## config.mk

```make
export PLATFORM = sky130hd
export DESIGN_NAME = lbfa_ctrl
export DESIGN_NICKNAME = d
export VERILOG_FILES = /design/src/rtl/lbfa_pkg.sv /design/src/rtl/lbfa_ctrl.sv
export SDC_FILE = /design/constraint.sdc
export NUM_CORES = 1
export LEC_CHECK = 0
export ABC_AREA = 1
export BUFFER_PORTS_ARGS = -buffer_cell sky130_fd_sc_hd__buf_2
export CAP_MARGIN = 20
export CORE_UTILIZATION = 49
export CTS_BUF_LIST = sky130_fd_sc_hd__clkbuf_16
export DETAILED_ROUTE_END_ITERATION = 10
export GPL_TIMING_DRIVEN = 0
export PLACE_DENSITY = 0.76
export SLEW_MARGIN = 10
export SYNTH_ARGS = -nofsm -noshare
export SYNTH_HDL_FRONTEND = slang
export SYNTH_SLANG_ARGS = --single-unit
```

## constraint.sdc

```tcl
create_clock -name clk -period 1.56 [get_ports clk]
set_input_delay 0.156 -clock clk [delete_from_list [all_inputs] [get_ports clk]]
set_output_delay 0.156 -clock clk [all_outputs]
set_load 0.005 [all_outputs]
```

## src/rtl/lbfa_pkg.sv

```systemverilog
package lbfa_pkg;

  localparam int MAX_BINS = 1024;
  localparam int BIN_W = $clog2(MAX_BINS);
  localparam int IDX_W = 10;
  localparam int BINS_CFG_W = 11;
  localparam int MAXB_W = $clog2(MAX_BINS + 1);
  localparam int NB_W = (MAXB_W > BINS_CFG_W) ? MAXB_W : BINS_CFG_W;
  localparam int ADDR_W = 5;
  localparam int DIV_BITS = 48;
  localparam int DIV_FIELDS = 5;
  localparam int PROJ_STEPS = 3;
  localparam int AX_STEPS = 6;

  localparam logic signed [47:0] S48_MAX = 48'sh7FFF_FFFF_FFFF;
  localparam logic signed [47:0] S48_MIN = -48'sh7FFF_FFFF_FFFF - 48'sd1;

  localparam logic [2:0] REG_START_X = 3'd0;
  localparam logic [2:0] REG_START_Y = 3'd1;
  localparam logic [2:0] REG_START_Z = 3'd2;
  localparam logic [2:0] REG_DIR_X = 3'd3;
  localparam logic [2:0] REG_DIR_Y = 3'd4;
  localparam logic [2:0] REG_DIR_Z = 3'd5;
  localparam logic [2:0] REG_INV_WIDTH = 3'd6;
  localparam logic [2:0] REG_BINS = 3'd7;

  typedef enum logic [1:0] {
    KIND_ADD = 2'd0,
    KIND_READ = 2'd1,
    KIND_CLEAR = 2'd2,
    KIND_NORM = 2'd3
  } kind_t;

  typedef enum logic [4:0] {
    S_INIT, S_IDLE, S_DISPATCH, S_PROJ, S_SCALE1, S_SCALE2, S_SCALE3, S_CHECK,
    S_RD, S_UPD, S_LOAD, S_DIVLD, S_DIVRUN, S_DIVST, S_WB, S_AX, S_WIPE, S_DONE
  } state_t;

  typedef enum logic [1:0] {
    RES_ZERO,
    RES_IDX,
    RES_BIN
  } res_t;

  typedef enum logic [1:0] {
    MS_DIFF,
    MS_FHI,
    MS_FLO
  } msrc_t;

  typedef struct packed {
    logic signed [31:0] start_x;
    logic signed [31:0] start_y;
    logic signed [31:0] start_z;
    logic signed [31:0] dir_x;
    logic signed [31:0] dir_y;
    logic signed [31:0] dir_z;
    logic [31:0] inverse_bin_width;
    logic [BINS_CFG_W-1:0] bins_in_use;
  } cfg_t;

  typedef struct packed {
    logic signed [47:0] fx;
    logic signed [47:0] fy;
    logic signed [47:0] fz;
    logic signed [47:0] en;
    logic signed [47:0] vi;
    logic [31:0] cnt;
  } row_t;

  typedef struct packed {
    logic in_ready;
    logic item_load;
    logic b_from_idx;
    logic acc_clr;
    logic acc_add;
    logic mul_en;
    msrc_t mul_src;
    logic [1:0] mul_comp;
    logic sc1;
    logic sc2;
    logic sc3;
    logic row_add;
    logic row_load;
    logic div_load;
    logic div_step;
    logic div_store;
    logic [2:0] div_field;
    logic mem_we;
    logic wipe;
    logic [BIN_W-1:0] wipe_addr;
    logic out_load;
    res_t res_sel;
  } cmd_t;

  typedef struct packed {
    logic in_valid;
    logic idx_ok;
    logic hit;
    logic cnt_nz;
    logic out_full;
    kind_t kind;
  } status_t;

endpackage

```

## src/rtl/lbfa_ctrl.sv

```systemverilog
module lbfa_ctrl (
  input logic clk,
  input logic rst,
  input lbfa_pkg::status_t st,
  output lbfa_pkg::cmd_t cmd
);

  localparam logic [lbfa_pkg::BIN_W-1:0] SWEEP_LAST = lbfa_pkg::BIN_W'(lbfa_pkg::MAX_BINS - 1);
  localparam logic [5:0] DIV_LAST = 6'(lbfa_pkg::DIV_BITS - 1);
  localparam logic [2:0] FIELD_LAST = 3'(lbfa_pkg::DIV_FIELDS - 1);
  localparam logic [5:0] PROJ_LAST = 6'(lbfa_pkg::PROJ_STEPS);
  localparam logic [5:0] AX_LAST = 6'(lbfa_pkg::AX_STEPS);

  lbfa_pkg::state_t state, state_next;
  logic [5:0] step, step_next;
  logic [2:0] field, field_next;
  logic [lbfa_pkg::BIN_W-1:0] sweep, sweep_next;
  lbfa_pkg::res_t res, res_next;

  always_ff @(posedge clk) begin
    if (rst) begin
      state <= lbfa_pkg::S_INIT;
      step <= '0;
      field <= '0;
      sweep <= '0;
      res <= lbfa_pkg::RES_ZERO;
    end else begin
      state <= state_next;
      step <= step_next;
      field <= field_next;
      sweep <= sweep_next;
      res <= res_next;
    end
  end

  always_comb begin
    state_next = state;
    step_next = step;
    field_next = field;
    sweep_next = sweep;
    res_next = res;
    cmd = '0;
    cmd.wipe_addr = sweep;
    cmd.div_field = field;
    cmd.res_sel = res;
    cmd.mul_src = lbfa_pkg::MS_DIFF;
    cmd.mul_comp = step[1:0];
    case (state)
      lbfa_pkg::S_INIT: begin
        cmd.mem_we = 1'b1;
        cmd.wipe = 1'b1;
        sweep_next = sweep + 1'b1;
        if (sweep == SWEEP_LAST) begin
          state_next = lbfa_pkg::S_IDLE;
        end
      end
      lbfa_pkg::S_IDLE: begin
        cmd.in_ready = 1'b1;
        if (st.in_valid) begin
          cmd.item_load = 1'b1;
          state_next = lbfa_pkg::S_DISPATCH;
        end
      end
      lbfa_pkg::S_DISPATCH: begin
        case (st.kind)
          lbfa_pkg::KIND_ADD: begin
            cmd.acc_clr = 1'b1;
            step_next = '0;
            state_next = lbfa_pkg::S_PROJ;
          end
          lbfa_pkg::KIND_CLEAR: begin
            sweep_next = '0;
            state_next = lbfa_pkg::S_WIPE;
          end
          default: begin
            if (st.idx_ok) begin
              cmd.b_from_idx = 1'b1;
              state_next = lbfa_pkg::S_RD;
            end else begin
              res_next = lbfa_pkg::RES_IDX;
              state_next = lbfa_pkg::S_DONE;
            end
          end
        endcase
      end
      lbfa_pkg::S_PROJ: begin
        cmd.mul_src = lbfa_pkg::MS_DIFF;
        cmd.mul_comp = step[1:0];
        cmd.mul_en = (step != PROJ_LAST);
        cmd.acc_add = (step != '0);
        step_next = step + 1'b1;
        if (step == PROJ_LAST) begin
          state_next = lbfa_pkg::S_SCALE1;
        end
      end
      lbfa_pkg::S_SCALE1: begin
        cmd.sc1 = 1'b1;
        state_next = lbfa_pkg::S_SCALE2;
      end
      lbfa_pkg::S_SCALE2: begin
        cmd.sc2 = 1'b1;
        state_next = lbfa_pkg::S_SCALE3;
      end
      lbfa_pkg::S_SCALE3: begin
        cmd.sc3 = 1'b1;
        state_next = lbfa_pkg::S_CHECK;
      end
      lbfa_pkg::S_CHECK: begin
        if (st.hit) begin
          state_next = lbfa_pkg::S_RD;
        end else begin
          res_next = lbfa_pkg::RES_ZERO;
          state_next = lbfa_pkg::S_DONE;
        end
      end
      lbfa_pkg::S_RD: begin
        if (st.kind == lbfa_pkg::KIND_ADD) begin
          state_next = lbfa_pkg::S_UPD;
        end else begin
          state_next = lbfa_pkg::S_LOAD;
        end
      end
      lbfa_pkg::S_UPD: begin
        cmd.row_add = 1'b1;
        state_next = lbfa_pkg::S_WB;
      end
      lbfa_pkg::S_LOAD: begin
        cmd.row_load = 1'b1;
        if (st.kind == lbfa_pkg::KIND_NORM && st.cnt_nz) begin
          field_next = '0;
          state_next = lbfa_pkg::S_DIVLD;
        end else begin
          cmd.acc_clr = 1'b1;
          step_next = '0;
          state_next = lbfa_pkg::S_AX;
        end
      end
      lbfa_pkg::S_DIVLD: begin
        cmd.div_load = 1'b1;
        step_next = '0;
        state_next = lbfa_pkg::S_DIVRUN;
      end
      lbfa_pkg::S_DIVRUN: begin
        cmd.div_step = 1'b1;
        step_next = step + 1'b1;
        if (step == DIV_LAST) begin
          state_next = lbfa_pkg::S_DIVST;
        end
      end
      lbfa_pkg::S_DIVST: begin
        cmd.div_store = 1'b1;
        if (field == FIELD_LAST) begin
          state_next = lbfa_pkg::S_WB;
        end else begin
          field_next = field + 1'b1;
          state_next = lbfa_pkg::S_DIVLD;
        end
      end
      lbfa_pkg::S_WB: begin
        cmd.mem_we = 1'b1;
        cmd.acc_clr = 1'b1;
        step_next = '0;
        state_next = lbfa_pkg::S_AX;
      end
      lbfa_pkg::S_AX: begin
        cmd.mul_src = step[0] ? lbfa_pkg::MS_FLO : lbfa_pkg::MS_FHI;
        cmd.mul_comp = step[2:1];
        cmd.mul_en = (step != AX_LAST);
        cmd.acc_add = (step != '0);
        step_next = step + 1'b1;
        if (step == AX_LAST) begin
          res_next = lbfa_pkg::RES_BIN;
          state_next = lbfa_pkg::S_DONE;
        end
      end
      lbfa_pkg::S_WIPE: begin
        cmd.mem_we = 1'b1;
        cmd.wipe = 1'b1;
        sweep_next = sweep + 1'b1;
        if (sweep == SWEEP_LAST) begin
          res_next = lbfa_pkg::RES_ZERO;
          state_next = lbfa_pkg::S_DONE;
        end
      end
      lbfa_pkg::S_DONE: begin
        if (!st.out_full) begin
          cmd.out_load = 1'b1;
          state_next = lbfa_pkg::S_IDLE;
        end
      end
      default: begin
        state_next = lbfa_pkg::S_IDLE;
      end
    endcase
  end

endmodule

```

Word-level counts from Yosys, hierarchy flattened. Cells that the tools add are included.

Register bits: 26. Output and inout bits: 36.

Add/subtract/negate cells: 3. Equal/unequal tests: 41. Mux-type cells: 50. Reduce and logical (&&, ||, !) cells: 18.

Operators by type and width (count): $pmux 5 s18 (1); $mux 5 (9); $eq 5x4->1 const B (8); $ne 2x2->1 const B (14); $pmux 6 s4 (1); $eq 5x3->1 const B (4); $pmux 10 s2 (1); $mux 1 (18); $mux 2 (8); $mux 3 (4); $mux 6 (2); $pmux 6 s2 (1); $add 10x1->10 const B (1); $eq 10x10->1 const B (1); $eq 5x2->1 const B (2); $eq 5x5->1 const B (2); $mux 10 (1); $pmux 5 s2 (1); $pmux 2 s4 (1); $reduce_bool 4->1 (2); $reduce_and 7->1 (1); $add 6x1->6 const B (1); $eq 6x2->1 const B (1); $eq 6x3->1 const B (1); 20 further kinds (26).

Logic depth before layout (Yosys ltp). Gate-level depths: netlist of run 1.

Depth after elaboration: 4. Mapped depth: 11. Mapped depth without buffers: 11.

Worst setup path before layout of run 1. No wires, ideal clock.

Path kind: register -> output. Start point: register state[4]. End point: output port cmd[30] in the netlist's numbering. Cell stages (with the launch flop): 8. Arrival time: 1.394 ns. Path buffers: 1. Path slack: 0.010 ns. Data required time: 1.404 ns. Cell sequence: dfxtp_1 > buf_6 > inv_2 > nand3_2 > nor2_4 > ha_1 > nor4_1 > nor2_1.

RTL lines: start, declared (line lbfa_ctrl.sv:14) `lbfa_pkg::state_t state, state_next;`; start signal, assigned (line lbfa_ctrl.sv:22) `state <= lbfa_pkg::S_INIT;`; start signal, assigned (line lbfa_ctrl.sv:28) `state <= state_next;`; end, declared (line lbfa_ctrl.sv:5) `output lbfa_pkg::cmd_t cmd`.

==> impl_metrics.ini, run 1 <==
[route]
routed_wl_um = 6632
viasPerCell = 5.572
dr.pass1.iters = 5
wl_per_cell_um = 14.64
vias = 2524
drc = 0
ant_nets = 0
drt_iter0_drc = 263

[power_and_ir_drop]
power.density_nw_per_um2 = 1378
power_mw = 3.898
leakage_nw = 1.386
ir_drop_mv = 1.039

[sta]
layout_setup_ws_ps = -228.4
slew_headroom_pct = 62.35
period_share_pct = 114.6
rsz0062_at_grt = yes
hold_viol_final = 0
skew_ps = 1.991
maxSlewViolCount = 0
period_needed_ps = 1788
setup_viol = 21
holdWs_ps = 124.6
worst_pin_slew_ps = 564.8
fmax_mhz = 559.2

[logic_synthesis]
synth_cell_types = 30
avgSynthCellArea_um2 = 5.963
synth-seq-cells = 26
synthesis.area_um2 = 1986
synthCells = 333
yosysWarnings = 0
yosysSeqAreaShare_pct = 26.21
synth_fp_nets = 351

[critical_path]
critPathLaunch = state[4]
reg2reg_from = state[4]
cp-start-kind = flip-flop
crit_type = reg -> out
cp_max_fo = 3
endpoint_kind = primary output
worstPathArrival_ps = 1630
cp_data_required_time_ps = 1400

[layout]
areaGrowthSynthToFinish_pct = 42.41
fin_cells = 453
fin_util_pct = 74.98
drive_gt1_share_pct = 35.56
final_nets = 424
n_antenna_cell = 0

[clocking]
root_buffer = clkbuf_16
cts-buffers-inserted = 3
cts_tree = yes
cts.path.max_buffers = 2
path_clk_slew_ps = 70
htree_levels = 1
clock_latency_ps = 260
clock-sinks = 26
hold_buffers = 0

[floorplan]
dieArea_um2 = 4311
die_h_um = 65.66
core.rowCount = 22
dieWidth_um = 65.66
initial_utilization_pct = 52.65
core_um2 = 3771
pin_count = 45

[outcome]
outcome = finished, violations left
violations = negative setup slack

[place]
dpl.cell_count = 425
gp_congestion = 0.9730
dp_hpwl_um = 4008
pre_cts_slack_ps = -345.9
portBuffers = 44

[job]
maxCapViolations = 0

[worst_hold_path]
hold_start = rst
worst_hold_path_type = in -> reg

[grt]
overflow = 0
grt_pass1_wl_um = 9591
antenna_found_initial = 0
grt_pass1_vias = 2109
grt_max_degree = 16
track_usage_pct = 28.62
[layer usage]
metal  vias to the layer above  part of all wire, %  routed length, µm  global-route usage, %
met5                         -                    0                  0                      0
met4                         0                  2.7                180                  6.522
met3                        26                  6.4                426                  4.167
met2                       119                   50               3301                  48.21
met1                      1165                   41               2723                  38.05
li1                       1214                    -                  -                      -
[registers in the layout, summed over array words and instances (netlist names)]
register and count:
res 2, field 3, step 6, sweep 10
state 5
[cells in the mapped netlist]
library cell | count | area [µm²]
a21o_1 | 1 | 7.510
a21oi_1 | 24 | 120.1
a31oi_1 | 1 | 6.260
buf_4 | 1 | 7.510
buf_6 | 1 | 11.26
clkbuf_1 | 1 | 3.750
clkbuf_2 | 1 | 5.000
dfxtp_1 | 26 | 520.5
ha_1 | 9 | 112.6
inv_1 | 40 | 150.1
inv_2 | 2 | 7.510
inv_4 | 1 | 6.260
nand2_1 | 89 | 334.1
nand2_2 | 2 | 12.51
nand2_4 | 1 | 11.26
nand3_1 | 33 | 165.2
nand3_2 | 1 | 10.01
nand3b_1 | 4 | 30.03
nand4_1 | 5 | 31.28
nor2_1 | 57 | 214.0
nor2_2 | 2 | 12.51
nor2_4 | 5 | 56.30
nor3_1 | 3 | 15.01
nor4_1 | 1 | 6.260
o211ai_1 | 2 | 15.01
o21ai_0 | 14 | 70.07
o21bai_1 | 2 | 15.01
o31ai_1 | 1 | 7.510
or2_2 | 2 | 12.51
xor2_1 | 1 | 8.760
[cells in the final DEF, fill, tap and decap left out, types with 8 or more instances in the layout]
| master | synthesis | final |
|---|---|---|
| a21oi_1 | 24 | 24 |
| o21ai_0 | 14 | 14 |
| nor2_2 | 2 | 10 |
| inv_1 | 40 | 34 |
| nand2_2 | 2 | 10 |
| dfxtp_4 | 0 | 8 |
| dfxtp_1 | 26 | 17 |
| nand2_1 | 89 | 78 |
| nor2_1 | 57 | 39 |
| nor2_4 | 5 | 15 |
| nand3_1 | 33 | 30 |
| buf_2 | 0 | 43 |
| buf_4 | 1 | 25 |
[stage by stage]
stage / instance area (µm²) / TNS (ps)
2_1_floorplan: 1986 / 0
3_3_place_gp: 2266 / -1902
3_5_place_dp: 2266 / -2166
4_1_cts: 2605 / -1052
5_1_grt: 2828 / -4043
6_report: 2828 / -1364
[worst paths after layout]
check | end | slack, ps | cells past startpoint
hold reg to reg | res[0] | 470 | 2
setup / recovery | cmd[30] | -230 | 7
setup reg to reg | step[1] | -100 | 10
hold / removal | step[3] | 120 | 2
[cell type report]
cell class                 instances  area (µm²)
clock inverter                     1       30.03
inverter                          43       176.4
multi-input combinational        261        1505
buffer                             3       18.77
fill                             286       943.4
sequential                        26       551.8
clock buffer                       3       75.07
tap                               48       60.06
timing repair buffer              68       410.4
[timing repair]
item,CTS,global route
pin swaps,8,13
setup endpoints to repair,40,41
gates resized for setup,40,47
gates cloned,1,0
buffers inserted,11,13
[worst max-delay path: stages (launching register included)]
cell     delay, ps
dfxtp_4        370
inv_8           60
nand3_4         80
nor2_4         170
ha_4           230
nor4_4         250
nor2_1          80
buf_2          130
[kinds of logic after synthesis]
kind of cell,Yosys count,synth area share [%]
flip-flops,26,26.21
AND/OR/NAND/NOR,205,45.87
buffers and inverters,47,9.641
XOR/XNOR,1,0.4412
AO/OA/AOI/OAI,45,12.16
adder cells (fa/ha/maj),9,5.671
[power by group]
part	internal (mW)	leakage, nW	switching, mW	total, mW
registers	0.786	0.217	0.138	0.924
clock network	0.511	0.0511	0.251	0.762
logic	0.848	1.12	1.36	2.21
(Power assumes the default switching activity.)
==> inputs of run 2 (changes only) <==
==> constraint.sdc (replaced) <==
create_clock -name clk -period 1.55 [get_ports clk]
set_input_delay 0.155 -clock clk [delete_from_list [all_inputs] [get_ports clk]]
set_output_delay 0.155 -clock clk [all_outputs]
set_load 0.005 [all_outputs]
==> impl_metrics.ini, run 2 (synthesized netlist as in run 1, its figures left out) <==
[route]
drc = 0
vias = 2512
routed_wl_um = 6486
drt_iter0_drc = 340
viasPerCell = 5.545
dr.pass1.iters = 5
wl_per_cell_um = 14.32
ant_nets = 0

[grt]
grt_pass1_vias = 2132
grt_util_met1_pct = 39.22
grt_pass1_wl_um = 9791
use_met2_pct = 48.72
top_usage_layer = met2
overflow = 0
track_usage_pct = 29.17
grt_use_met3_pct = 4.167
antenna_found_initial = 0
grt_max_degree = 16

[critical_path]
cp_max_fo = 6
cp_data_required_time_ps = 1390
r2r-end = state[2]
reg2reg_slack_ps = -40
crit_type = reg -> out
reg2reg_from = state[4]
cp-start-kind = flip-flop
rr_worst_depth = 11
endpoint_kind = primary output
worstPathArrival_ps = 1660

[clocking]
clock_latency_ps = 260
htree_levels = 1
cts-buffers-inserted = 3
root_buffer = clkbuf_16
cts_tree = yes
cts.path.max_buffers = 2
hold_buffers = 0
path_clk_slew_ps = 70
clock-sinks = 26

[layout]
fin_util_pct = 75.48
final_common_cell = nand2_1
final_cell_mix = 77 x nand2_1, 44 x buf_2, 40 x nor2_1
post-route-cell-area_um2 = 2846
largest_register_ffs = 10
fillers = 277
areaGrowthSynthToFinish_pct = 43.35
drive_gt1_share_pct = 35.56
reg.largest.list = sweep (10), step (6), state (5)
regMostFlops = sweep
n_antenna_cell = 0
final_nets = 424
fin_cells = 453

[sta]
skew_ps = 3.599
rsz0062_at_grt = yes
layout_setup_ws_ps = -265.2
slew_headroom_pct = 61.49
maxSlewViolCount = 0
worst_pin_slew_ps = 577.6
period_needed_ps = 1815
period_share_pct = 117.1
fmax_mhz = 550.9
setup_viol = 18
hold_viol_final = 0

[worst_hold_path]
hold_start = rst
worst_hold_path_type = in -> reg
hold_end = step[3]
holdPathStages = 2

[power_and_ir_drop]
ir_drop_mv = 1.026
leakage_nw = 1.403
power_mw = 3.889
power.density_nw_per_um2 = 1366

[place]
dp_hpwl_um = 4008
placed_area_um2 = 2266
dpl.cell_count = 425
gp_congestion = 0.9730
pre_cts_slack_ps = -354.9
portBuffers = 44

[job]
maxCapViolations = 0

[floorplan]
core.rowCount = 22
dieArea_um2 = 4311
die_h_um = 65.66
dieWidth_um = 65.66
initial_utilization_pct = 52.65
pin_count = 45
core_um2 = 3771

[outcome]
outcome = finished, violations left
violations = negative setup slack
[run 2: final cells by class]
cell class	count	area, µm²	area share [%]
inverter	43	177.7	6.242
tap	48	60.06	2.110
clock inverter	1	30.03	1.055
clock buffer	3	75.07	2.637
timing repair buffer	68	407.9	14.33
sequential	26	549.3	19.30
multi-input combinational	261	1528	53.67
buffer	3	18.77	0.6593
[run 2: worst max-delay path, stage by stage, from the launching register on]
cell and delay (ps):
dfxtp_4 400, nand2_4 90, nor2_4 190, ha_4 240, nor4_4 270, nor2_1 80, buf_2 130
[run 2: worst max path at each step]
stage              from      end  slack [ps]
3_3_place_gp   state[4]  cmd[30]        -310
5_1_grt        state[2]  cmd[30]        -350
3_5_place_dp   state[4]  cmd[30]        -350
4_1_cts        state[4]  cmd[30]        -290
6_report       state[2]  cmd[30]        -270
2_1_floorplan  state[4]  cmd[30]         0.8
[run 2: per-layer routing]
metal	vias up	wire length, µm
met3	30	375
met5	-	0
met2	102	3149
li1	1215	-
met1	1165	2727
met4	0	233
[run 2: repair_timing]
item                                    CTS  global route
gates resized for setup                  42            48
cloned                                    1             0
buffers inserted                         15             9
endpoints found under the setup margin   40            41
pin swaps                                 9            13
[run 2: per-stage QoR]
| stage | hold WS [ps] | setup TNS (ps) |
|---|---|---|
| after global routing | 133.4 | -4065 |
| after global placement | 398.0 | -2151 |
| after CTS | 126.8 | -1204 |
| after detailed placement | 404.5 | -2420 |
| final | 125.1 | -1047 |
| after floorplan | 224.1 | 0 |
[run 2: power breakdown]
group          total, mW  switching [mW]  internal, mW
registers          0.903           0.118         0.786
clock network      0.770           0.255         0.514
logic               2.22            1.40         0.819
